`config.mk`:
```
export PLATFORM = sky130hd
export DESIGN_NAME = contact_sensor_stuck_blind_watchdog_core
export DESIGN_NICKNAME = d
export VERILOG_FILES = /design/src/hdl/cswd_pkg.sv /design/src/hdl/contact_sensor_stuck_blind_watchdog_core.sv
export SDC_FILE = /design/constraint.sdc
export NUM_CORES = 1
export LEC_CHECK = 0
export ABC_AREA = 1
export BUFFER_PORTS_ARGS = -buffer_cell sky130_fd_sc_hd__buf_2
export CAP_MARGIN = 30
export CELL_PAD_IN_SITES_DETAIL_PLACEMENT = 0
export CELL_PAD_IN_SITES_GLOBAL_PLACEMENT = 1
export CORE_MARGIN = 4
export CORE_UTILIZATION = 44
export CTS_BUF_LIST = sky130_fd_sc_hd__clkbuf_4 sky130_fd_sc_hd__clkbuf_8
export DETAILED_ROUTE_END_ITERATION = 16
export PLACE_DENSITY = 0.85
export RECOVER_POWER = 50
export SLEW_MARGIN = 30
export SYNTH_ARGS = -nofsm -noshare
export SYNTH_HDL_FRONTEND = slang
export SYNTH_SLANG_ARGS = --single-unit
```
`constraint.sdc`:
```
create_clock -name i_clk -period 5.96 [get_ports i_clk]
set_input_delay 1.192 -clock i_clk [delete_from_list [all_inputs] [get_ports i_clk]]
set_output_delay 1.192 -clock i_clk [all_outputs]
set_load 0.02 [all_outputs]
```
`src/hdl/cswd_pkg.sv`:
```
// ============================================================================
// Contact sensor watchdog package
// Shared types, register indexes and reset values of the contact sensor
// stuck and blind watchdog.
// ============================================================================
package cswd_pkg;

    localparam int NUM_SENSORS_DEF = 2;

    localparam logic [31:0] STUCK_LIMIT_RST  = 32'd1200000;
    localparam logic [31:0] BLIND_LIMIT_RST  = 32'd21600000;
    localparam logic [31:0] PRESENCE_WIN_RST = 32'd3000;
    localparam logic [15:0] VETO_MAX         = 16'hFFFF;
    localparam logic [31:0] SILENCE_MAX      = 32'hFFFF_FFFF;

    localparam logic KIND_SEED = 1'b0;
    localparam logic KIND_TICK = 1'b1;

    typedef enum logic [1:0] {
        ST_OK      = 2'd0,
        ST_UNKNOWN = 2'd1,
        ST_BLIND   = 2'd2,
        ST_STUCK   = 2'd3
    } t_status;

    typedef enum logic [1:0] {
        CFG_STUCK_LIMIT  = 2'd0,
        CFG_BLIND_LIMIT  = 2'd1,
        CFG_PRESENCE_WIN = 2'd2
    } t_cfg_idx;

endpackage

```
`src/hdl/contact_sensor_stuck_blind_watchdog_core.sv`:
```
// ============================================================================
// Contact sensor stuck and blind watchdog
// Tracks rising edges, barrier-up silence and sustained high levels of the
// presence contacts, raises blind and stuck alarms and counts barrier drops
// that happened while presence was seen.
// ============================================================================
// An item waits in the input register until its result is registered.
// Throughput: one item per cycle unless the output stalls; the input and
// result registers are the only stages, with per-sensor compare logic between.
// Reset: synchronous, active low; all sensors start unknown, the veto count is
// zero and the limit registers take their default values.
module contact_sensor_stuck_blind_watchdog_core #(
    parameter int NUM_SENSORS = cswd_pkg::NUM_SENSORS_DEF
) (
    input  logic        i_clk,
    input  logic        i_rst_n,

    input  logic        i_cfg_we,
    input  logic [1:0]  i_cfg_idx,
    input  logic [31:0] i_cfg_wdata,

    input  logic        i_in_valid,
    output logic        o_in_stall,
    input  logic        i_kind,
    input  logic [31:0] i_now_ms,
    input  logic        i_boom_up,
    input  logic [1:0]  i_sensor_levels,

    output logic        o_out_valid,
    input  logic        i_out_stall,
    output logic [1:0]  o_demand_mask,
    output logic [1:0]  o_blind_alarm_mask,
    output logic [1:0]  o_stuck_alarm_mask,
    output logic [1:0]  o_recovered_mask,
    output logic        o_veto_event,
    output logic [15:0] o_veto_total,
    output logic [1:0]  o_worst_status,
    output logic [3:0]  o_status_pair
);

    logic [31:0] r_stuck_limit;
    logic [31:0] r_blind_limit;
    logic [31:0] r_presence_win;

    logic        r_in_valid;
    logic        r_in_kind;
    logic [31:0] r_in_now;
    logic        r_in_boom;
    logic [1:0]  r_in_levels;

    logic                r_prev_level   [NUM_SENSORS];
    cswd_pkg::t_status   r_status       [NUM_SENSORS];
    logic [31:0]         r_high_since   [NUM_SENSORS];
    logic [31:0]         r_silence      [NUM_SENSORS];
    logic [31:0]         r_last_edge    [NUM_SENSORS];
    logic                r_had_edge     [NUM_SENSORS];
    logic [31:0]         r_prev_tick;
    logic                r_prev_boom;
    logic [15:0]         r_veto_count;

    logic                n_prev_level   [NUM_SENSORS];
    cswd_pkg::t_status   n_status       [NUM_SENSORS];
    logic [31:0]         n_high_since   [NUM_SENSORS];
    logic [31:0]         n_silence      [NUM_SENSORS];
    logic [31:0]         n_last_edge    [NUM_SENSORS];
    logic                n_had_edge     [NUM_SENSORS];
    logic [31:0]         n_prev_tick;
    logic                n_prev_boom;
    logic [15:0]         n_veto_count;

    logic [NUM_SENSORS+1:0]   w_levels_ext;
    cswd_pkg::t_status        w_status_ext [NUM_SENSORS+2];
    logic [NUM_SENSORS-1:0]   w_demand;
    logic [NUM_SENSORS-1:0]   w_blind;
    logic [NUM_SENSORS-1:0]   w_stuck;
    logic [NUM_SENSORS-1:0]   w_recov;
    logic                     w_veto;
    logic [1:0]               w_worst;
    logic                     w_advance;
    logic                     w_in_accept;

    logic        r_out_valid;
    logic [1:0]  r_demand;
    logic [1:0]  r_blind;
    logic [1:0]  r_stuck;
    logic [1:0]  r_recov;
    logic        r_veto;
    logic [15:0] r_veto_total;
    logic [1:0]  r_worst;
    logic [3:0]  r_pair;

    assign w_advance   = r_in_valid && (!r_out_valid || !i_out_stall);
    assign o_in_stall  = r_in_valid && !w_advance;
    assign w_in_accept = i_in_valid && !o_in_stall;
    assign w_levels_ext = {NUM_SENSORS'(0), r_in_levels};

    always_ff @(posedge i_clk) begin
        if (!i_rst_n) begin
            r_stuck_limit  <= cswd_pkg::STUCK_LIMIT_RST;
            r_blind_limit  <= cswd_pkg::BLIND_LIMIT_RST;
            r_presence_win <= cswd_pkg::PRESENCE_WIN_RST;
        end else if (i_cfg_we) begin
            unique case (i_cfg_idx)
                cswd_pkg::CFG_STUCK_LIMIT:  r_stuck_limit  <= i_cfg_wdata;
                cswd_pkg::CFG_BLIND_LIMIT:  r_blind_limit  <= i_cfg_wdata;
                cswd_pkg::CFG_PRESENCE_WIN: r_presence_win <= i_cfg_wdata;
                default: ;
            endcase
        end
    end

    always_ff @(posedge i_clk) begin
        if (!i_rst_n) begin
            r_in_valid <= 1'b0;
        end else if (w_in_accept) begin
            r_in_valid <= 1'b1;
        end else if (w_advance) begin
            r_in_valid <= 1'b0;
        end
    end

    always_ff @(posedge i_clk) begin
        if (w_in_accept) begin
            r_in_kind   <= i_kind;
            r_in_now    <= i_now_ms;
            r_in_boom   <= i_boom_up;
            r_in_levels <= i_sensor_levels;
        end
    end

    always_comb begin
        logic [31:0] v_dt;
        logic [32:0] v_sum;
        logic        v_presence;
        logic        v_lv;
        v_dt         = r_in_now - r_prev_tick;
        v_sum        = '0;
        v_presence   = 1'b0;
        v_lv         = 1'b0;
        n_prev_tick  = r_prev_tick;
        n_prev_boom  = r_prev_boom;
        n_veto_count = r_veto_count;
        w_demand     = '0;
        w_blind      = '0;
        w_stuck      = '0;
        w_recov      = '0;
        w_veto       = 1'b0;
        for (int i = 0; i < NUM_SENSORS; i++) begin
            n_prev_level[i] = r_prev_level[i];
            n_status[i]     = r_status[i];
            n_high_since[i] = r_high_since[i];
            n_silence[i]    = r_silence[i];
            n_last_edge[i]  = r_last_edge[i];
            n_had_edge[i]   = r_had_edge[i];
            if (r_prev_level[i] || (r_had_edge[i]
                    && (r_in_now - r_last_edge[i]) <= r_presence_win)) begin
                v_presence = 1'b1;
            end
        end

        if (r_in_kind == cswd_pkg::KIND_SEED) begin
            n_prev_tick = r_in_now;
            n_prev_boom = r_in_boom;
            for (int i = 0; i < NUM_SENSORS; i++) begin
                n_prev_level[i] = w_levels_ext[i];
                n_high_since[i] = r_in_now;
            end
        end else begin
            n_prev_tick = r_in_now;
            n_prev_boom = r_in_boom;
            if (r_prev_boom && !r_in_boom && v_presence) begin
                w_veto = 1'b1;
                if (r_veto_count != cswd_pkg::VETO_MAX) begin
                    n_veto_count = r_veto_count + 16'd1;
                end
            end
            for (int i = 0; i < NUM_SENSORS; i++) begin
                v_lv = w_levels_ext[i];
                if (r_in_boom) begin
                    v_sum = {1'b0, r_silence[i]} + {1'b0, v_dt};
                    n_silence[i] = v_sum[32] ? cswd_pkg::SILENCE_MAX : v_sum[31:0];
                    if (n_silence[i] >= r_blind_limit
                            && r_status[i] != cswd_pkg::ST_BLIND
                            && r_status[i] != cswd_pkg::ST_STUCK) begin
                        n_status[i] = cswd_pkg::ST_BLIND;
                        w_blind[i]  = 1'b1;
                    end
                end
                if (v_lv && !r_prev_level[i]) begin
                    w_demand[i]     = 1'b1;
                    n_last_edge[i]  = r_in_now;
                    n_had_edge[i]   = 1'b1;
                    n_high_since[i] = r_in_now;
                    n_silence[i]    = '0;
                    if (n_status[i] == cswd_pkg::ST_BLIND) begin
                        w_recov[i] = 1'b1;
                    end
                    n_status[i] = cswd_pkg::ST_OK;
                end
                if (!v_lv) begin
                    if (n_status[i] == cswd_pkg::ST_STUCK) begin
                        n_status[i] = cswd_pkg::ST_OK;
                        w_recov[i]  = 1'b1;
                    end
                end else if ((r_in_now - n_high_since[i]) >= r_stuck_limit
                        && n_status[i] != cswd_pkg::ST_STUCK) begin
                    n_status[i] = cswd_pkg::ST_STUCK;
                    w_stuck[i]  = 1'b1;
                end
                n_prev_level[i] = v_lv;
            end
        end
    end

    always_comb begin
        w_worst = 2'd0;
        for (int i = 0; i < NUM_SENSORS + 2; i++) begin
            w_status_ext[i] = cswd_pkg::ST_OK;
        end
        for (int i = 0; i < NUM_SENSORS; i++) begin
            w_status_ext[i] = n_status[i];
            if (n_status[i] > w_worst) begin
                w_worst = n_status[i];
            end
        end
    end

    always_ff @(posedge i_clk) begin
        if (!i_rst_n) begin
            for (int i = 0; i < NUM_SENSORS; i++) begin
                r_prev_level[i] <= 1'b0;
                r_status[i]     <= cswd_pkg::ST_UNKNOWN;
                r_high_since[i] <= '0;
                r_silence[i]    <= '0;
                r_last_edge[i]  <= '0;
                r_had_edge[i]   <= 1'b0;
            end
            r_prev_tick  <= '0;
            r_prev_boom  <= 1'b0;
            r_veto_count <= '0;
        end else if (w_advance) begin
            for (int i = 0; i < NUM_SENSORS; i++) begin
                r_prev_level[i] <= n_prev_level[i];
                r_status[i]     <= n_status[i];
                r_high_since[i] <= n_high_since[i];
                r_silence[i]    <= n_silence[i];
                r_last_edge[i]  <= n_last_edge[i];
                r_had_edge[i]   <= n_had_edge[i];
            end
            r_prev_tick  <= n_prev_tick;
            r_prev_boom  <= n_prev_boom;
            r_veto_count <= n_veto_count;
        end
    end

    always_ff @(posedge i_clk) begin
        if (!i_rst_n) begin
            r_out_valid <= 1'b0;
        end else if (w_advance) begin
            r_out_valid <= 1'b1;
        end else if (!i_out_stall) begin
            r_out_valid <= 1'b0;
        end
    end

    always_ff @(posedge i_clk) begin
        if (w_advance) begin
            r_demand     <= 2'({NUM_SENSORS'(0), w_demand});
            r_blind      <= 2'({NUM_SENSORS'(0), w_blind});
            r_stuck      <= 2'({NUM_SENSORS'(0), w_stuck});
            r_recov      <= 2'({NUM_SENSORS'(0), w_recov});
            r_veto       <= w_veto;
            r_veto_total <= n_veto_count;
            r_worst      <= w_worst;
            r_pair       <= {w_status_ext[1], w_status_ext[0]};
        end
    end

    assign o_out_valid        = r_out_valid;
    assign o_demand_mask      = r_demand;
    assign o_blind_alarm_mask = r_blind;
    assign o_stuck_alarm_mask = r_stuck;
    assign o_recovered_mask   = r_recov;
    assign o_veto_event       = r_veto;
    assign o_veto_total       = r_veto_total;
    assign o_worst_status     = r_worst;
    assign o_status_pair      = r_pair;

endmodule

```
# After elaboration in Yosys (flattened, before gate mapping)
# Memories as Yosys holds them, arrays and structs flattened.
# Index checks and enable logic that the tools add are counted.
dict set report totals {
  memories 6
  mem_bits_rw 200
  out_inout_bits 33
  mem_bits_ro 0
  input_bits 75
  reg_bits 214
  latch_bits 0
  elab_cells 179
}
# memory words word_bits rd rd_ports_with_merged_regs write_ports line
set memory_table {}
lappend memory_table {r_high_since 2 32 2 0 2 contact_sensor_stuck_blind_watchdog_core.sv:53} ;# logic [31:0] r_high_since [NUM_SENSORS];
lappend memory_table {r_last_edge 2 32 2 0 2 contact_sensor_stuck_blind_watchdog_core.sv:55} ;# logic [31:0] r_last_edge [NUM_SENSORS];
lappend memory_table {r_silence 2 32 2 0 2 contact_sensor_stuck_blind_watchdog_core.sv:54} ;# logic [31:0] r_silence [NUM_SENSORS];
lappend memory_table {r_status 2 2 2 0 2 contact_sensor_stuck_blind_watchdog_core.sv:52} ;# cswd_pkg::t_status r_status [NUM_SENSORS];
lappend memory_table {r_had_edge 2 1 2 0 2 contact_sensor_stuck_blind_watchdog_core.sv:56} ;# logic r_had_edge [NUM_SENSORS];
lappend memory_table {r_prev_level 2 1 2 0 2 contact_sensor_stuck_blind_watchdog_core.sv:51} ;# logic r_prev_level [NUM_SENSORS];
dict set report classes {
  n_eq_ne 14
  div_mod_pow 0
  n_shift 0
  n_mul 0
  n_reduce_logical 33
  n_lt_le_gt_ge 8
  bitwise_logic 12
  muxes 77
  addsub 8
}
# op count
set ops {}
lappend ops {{$mux W32} 18}
lappend ops {{$mux W64} 3}
lappend ops {{$sub A32 B32 Y32} 5}
lappend ops {{$ge A32 B32 Y1} 4}
lappend ops {{$add A32 B32 Y33} 2}
lappend ops {{$le A32 B32 Y1} 2}
lappend ops {{$mux W16} 3}
lappend ops {{$mux W2} 21}
lappend ops {{$mux W1} 31}
lappend ops {{$add A16 B1 Y16 const B} 1}
lappend ops {{$ne A16 B16 Y1 const B} 1}
lappend ops {{$logic_and A1 B1 Y1} 15}
lappend ops {{$ne A2 B2 Y1 const B} 6}
lappend ops {{$or A1 B1 Y1} 12}
lappend ops {{$reduce_and A2 Y1} 6}
lappend ops {{$eq A2 B2 Y1 const B} 5}
lappend ops {{$logic_not A1 Y1} 7}
lappend ops {{$mux W4} 1}
lappend ops {{$logic_or A1 B1 Y1} 3}
lappend ops {{$eq A2 B1 Y1 const B} 1}
lappend ops {{$gt A2 B1 Y1 const B} 1}
lappend ops {{$gt A2 B2 Y1} 1}
lappend ops {{$logic_not A2 Y1} 1}
lappend ops {{$ne A2 B1 Y1 const B} 1}
lappend ops {{$reduce_bool A2 Y1} 1}

# Logic depth before layout (Yosys ltp)
dict set report logic_depth {
  ltp_word 20
  ltp_mapped 49
}

# Least setup slack after synthesis
# Ideal clock, no wire load.
dict set report synth_path {
  kind {reg2reg}
  start {register r_in_now[0] (netlist: n_prev_tick[0])}
  end {register r_worst[0] (netlist: o_worst_status[0]) (data pin)}
  setup_ps 252
  n_path_buf 2
  arrival_time_ps 5823
  t_required_ps 5708
  synth_period_minus_slack_ps 6075
  slack_ps -115
  stages_incl_launch_ff 45
  cell_sequence {edfxtp_1 inv_1 ha_1 inv_1 fa_1 nand3_1 nand2_1 a21oi_1 o21ai_1 a21oi_1 o21bai_1 nand2_1 nand2_1 a21oi_1 xnor2_1 ha_1 nand2_1 o21a_1 [... 9 more ...] nor2_1 nand2_1 nor4b_1 nand2_1 nand3_1 nand2_1 nand2_1 nand2_1 nand2_1 nand3_1 nand2_1 inv_1 ha_1 nor2_1 o21a_1 inv_1 nand2_1 nand2_1}
}
# element line
set synth_lines {}
lappend synth_lines {{start, declared} contact_sensor_stuck_blind_watchdog_core.sv:47} ;# logic [31:0] r_in_now;
lappend synth_lines {{start signal, assigned} contact_sensor_stuck_blind_watchdog_core.sv:125} ;# r_in_now <= i_now_ms;
lappend synth_lines {{end signal, assigned} contact_sensor_stuck_blind_watchdog_core.sv:274} ;# r_worst <= w_worst;
lappend synth_lines {{end, declared} contact_sensor_stuck_blind_watchdog_core.sv:89} ;# logic [1:0] r_worst;

==> summary.md <==
| Metric | Value |
|---|---|
| Status | finished, violations left |
| Violated checks | capacitance limit, slew limit, setup timing |
| Largest net degree at the start of global routing | 98 |
| Min-Delay Path Class | reg -> reg |
| Total GRT Usage | 27.5% |
| Gpl congestion | 0.995 |
| Worst slack at placement | -1.00 ns |
| Via/cell ratio | 5.36 |
| Starting DRT DRC Count | 2902 |
| CP Max Fanout | 6 |
| Routed Antenna Nets | 0 |
| Clock Skew | 0.0324 ns |
| WP data required | 6.42 ns |
| Mapped Cells | 4195 |
| Final setup vio count | 1 |
| Core area | 73100 sq um |
| CP startpoint kind | flip-flop |
| DR pass1 iterations | 7 |
| Setup total negative slack | -0.429 ns |
| Net Count, Synth | 4692 |
| Maximum root-to-sink buffer count | 3 |
| Worst skew pair latency | 0.70 ns |
| RSZ-0062 raised after global routing | true |
| Die Height | 280 um |
| DP Wirelength | 88800 um |
| Final WS setup | -0.429 ns |
| Maximum clock rate | 157 MHz |
| Post-synth EDFFs | 267 |
| LEAKAGE | 0.0195 uW |
| Initial Util | 44.4% |
| Yosys cell types | 55 |
| Total congestion overflow | 0 |
| Max cap viols | 1 |
| Commonest register cell after synthesis | edfxtp_1 |
| CTS tree | done |
| CP dominant cell by count | nand2_1 |
| Syn avg cell area | 7.74 sq um |
| Yosys reg bits | 414 |
| Power Density | 311 nW/um^2 |
| Worst path arrival time | 6.85 ns |
| Final hold viol count | 0 |
| Crit share post-route | 107% |
| Vias in the first global route | 29200 |
| Peak supply drop | 0.000204 V |
| CP max stage delay | 0.57 ns |
| TritonCTS buffer count | 77 |
| Seq/Total Area, Yosys | 33.8% |
| Post-layout util | 57.9% |
| Initial antenna violation count | 3 |
| CTS H-tree lvls | 3 |
| Die Area | 78200 sq um |
| Critical Path Slowest Stage Cell | edfxtp_1 |
| Filler cells | 6829 |
| # rows | 99 |
| Crit path kind | reg -> reg |
| Final slew viol count | 34 |
| Final critical-path required period | 6.39 ns |
| Slew margin rel. | -32.5% |
| Wire per inst | 19.3 um |
| Post-Synthesis Cell Area | 32500 sq um |
| I/O pins | 108 |
| Clock root cell | clkbuf_8 |
| DR vias | 31600 |
| Area Growth Syn to Fin | 30.2% |
| Layout cells sized above 1 | 24.0% |
| DRC | 0 |
| Final wirelength | 114000 um |
| Clock slew at reported path FFs | 0.06 ns |
| Inst Count DP | 5689 |
| Async S/R FF share, synth | 0% |
| Worst slew pin tran | 1.99 ns |
| Fin cells | 5891 |
| CP endpoint kind | flip-flop |
| Yosys warns | 0 |
| First-pass GRT wire length | 167000 um |
| Final nets | 5363 |
| I/O Buffers | 107 |
| Overall power | 13200 uW |
| Clock sinks | 414 |
| Die X | 280 um |
placed cells by master, fill, tap and decap left out, drive strengths merged, types with 3 or more instances in the layout:
cell type,Yosys,routed
nand3b,8,8
a21o,27,27
o22ai,31,31
clkbuf,79,129
inv,595,601
edfxtp,267,267
a211oi,9,9
nor2,369,369
o2111ai,5,5
a221oi,6,6
fa,7,7
clkinv,4,23
a21boi,19,19
o31ai,4,4
nor3,40,40
dfxtp,147,147
o311ai,4,4
or2,7,7
bufinv,0,4
o21ai,318,318
and2,9,9
o21bai,23,23
a21oi,458,458
o21a,84,84
nor4,11,11
xor2,116,116
nand3,115,115
ha,415,415
xnor2,73,73
o211ai,41,41
buf,15,671
a31oi,16,16
nand4,48,48
o221ai,3,3
nand2,814,814
state kept, by name, summed over array words and instances, names as in the netlist, 4 cells and up:
signal,flops
n_prev_tick,32
o_status_pair,4
o_veto_total,16
r_blind_limit,32
r_high_since,64
r_last_edge,64
r_presence_win,32
r_prev_tick,32
r_silence,64
r_status,4
r_stuck_limit,32
r_veto_count,16
synth_stat cells, drive strengths merged, types with 73 or more instances:
| cell type | n | area [sq um] |
|---|---|---|
| o21a | 84 | 631 |
| a21oi | 458 | 2330 |
| xor2 | 116 | 1020 |
| clkbuf | 79 | 297 |
| xnor2 | 73 | 639 |
| nand2 | 814 | 3070 |
| edfxtp | 267 | 8020 |
| nor2 | 369 | 1390 |
| dfxtp | 147 | 2940 |
| ha | 415 | 5190 |
| inv | 595 | 2230 |
| nand3 | 115 | 606 |
| o21ai | 318 | 1650 |
timing repair:
item / 4_1_cts / 5_1_grt
setup buffers: 16 / 37
hold buffers: 0 / 0
gates resized for setup: 113 / 323
pin swaps: 60 / 126
endpoints found under the setup margin: 16 / 24
cloned: 0 / 5
metrics by stage:
step,hold WS [ns],cell area [sq um]
2_1_floorplan,0.428,32500
3_3_place_gp,0.443,37900
3_5_place_dp,0.453,38000
4_1_cts,0.467,40300
5_1_grt,0.489,42300
6_report,0.465,42300
worst max-delay path, delay by kind of cell (launching register included):
kind,cells,cell delay [ns]
fa+ha+maj,4,1.12
simple gates,22,2.22
buf+inv,8,0.84
xor+xnor,1,0.19
compound gates,7,1.17
flops,1,0.57
kinds of logic after synthesis:
logic type / after synthesis / synth area share (%)
compound gates: 1053 / 18.6
xor+xnor: 189 / 5.10
fa+ha+maj: 422 / 16.4
buf+inv: 693 / 8.18
flops: 414 / 33.8
simple gates: 1424 / 18.0
power breakdown:
| group | leakage, uW | internal, uW | switching [uW] |
|---|---|---|---|
| registers | 0.00394 | 3250 | 83.3 |
| clock network | 0.000908 | 1710 | 1380 |
| logic | 0.0147 | 2980 | 3750 |
layer usage:
metal | vias up | track usage [%] | wire length, um
met3 | 208 | 5.01 | 8600
met1 | 14700 | 38.5 | 50900
met4 | 0 | 8.78 | 3530
met5 | - | 0 | 0
li1 | 15600 | - | -
met2 | 1015 | 43.4 | 50600
worst paths after layout:
check | slack (ns) | end | start | cells after the start
max | -0.43 | o_worst_status[0] | n_prev_tick[12] | 42
min | 0.47 | r_veto_count[14] | r_veto_count[14] | 2
max reg2reg | -0.43 | o_worst_status[0] | n_prev_tick[12] | 42
min reg2reg | 0.47 | r_veto_count[14] | r_veto_count[14] | 2
final cells by class:
class	instances	area, sq um	area share (%)
Clock buffer	114	1390	3.30
Timing Repair Buffer	686	5150	12.2
Antenna cell	2	5.00	0.0118
Clock inverter	29	300	0.710
Tap cell	959	1200	2.84
Inverter	599	2270	5.37
Multi-Input combinational cell	3088	21000	49.7
Sequential cell	414	11000	25.9
(Power assumes the default switching activity.)
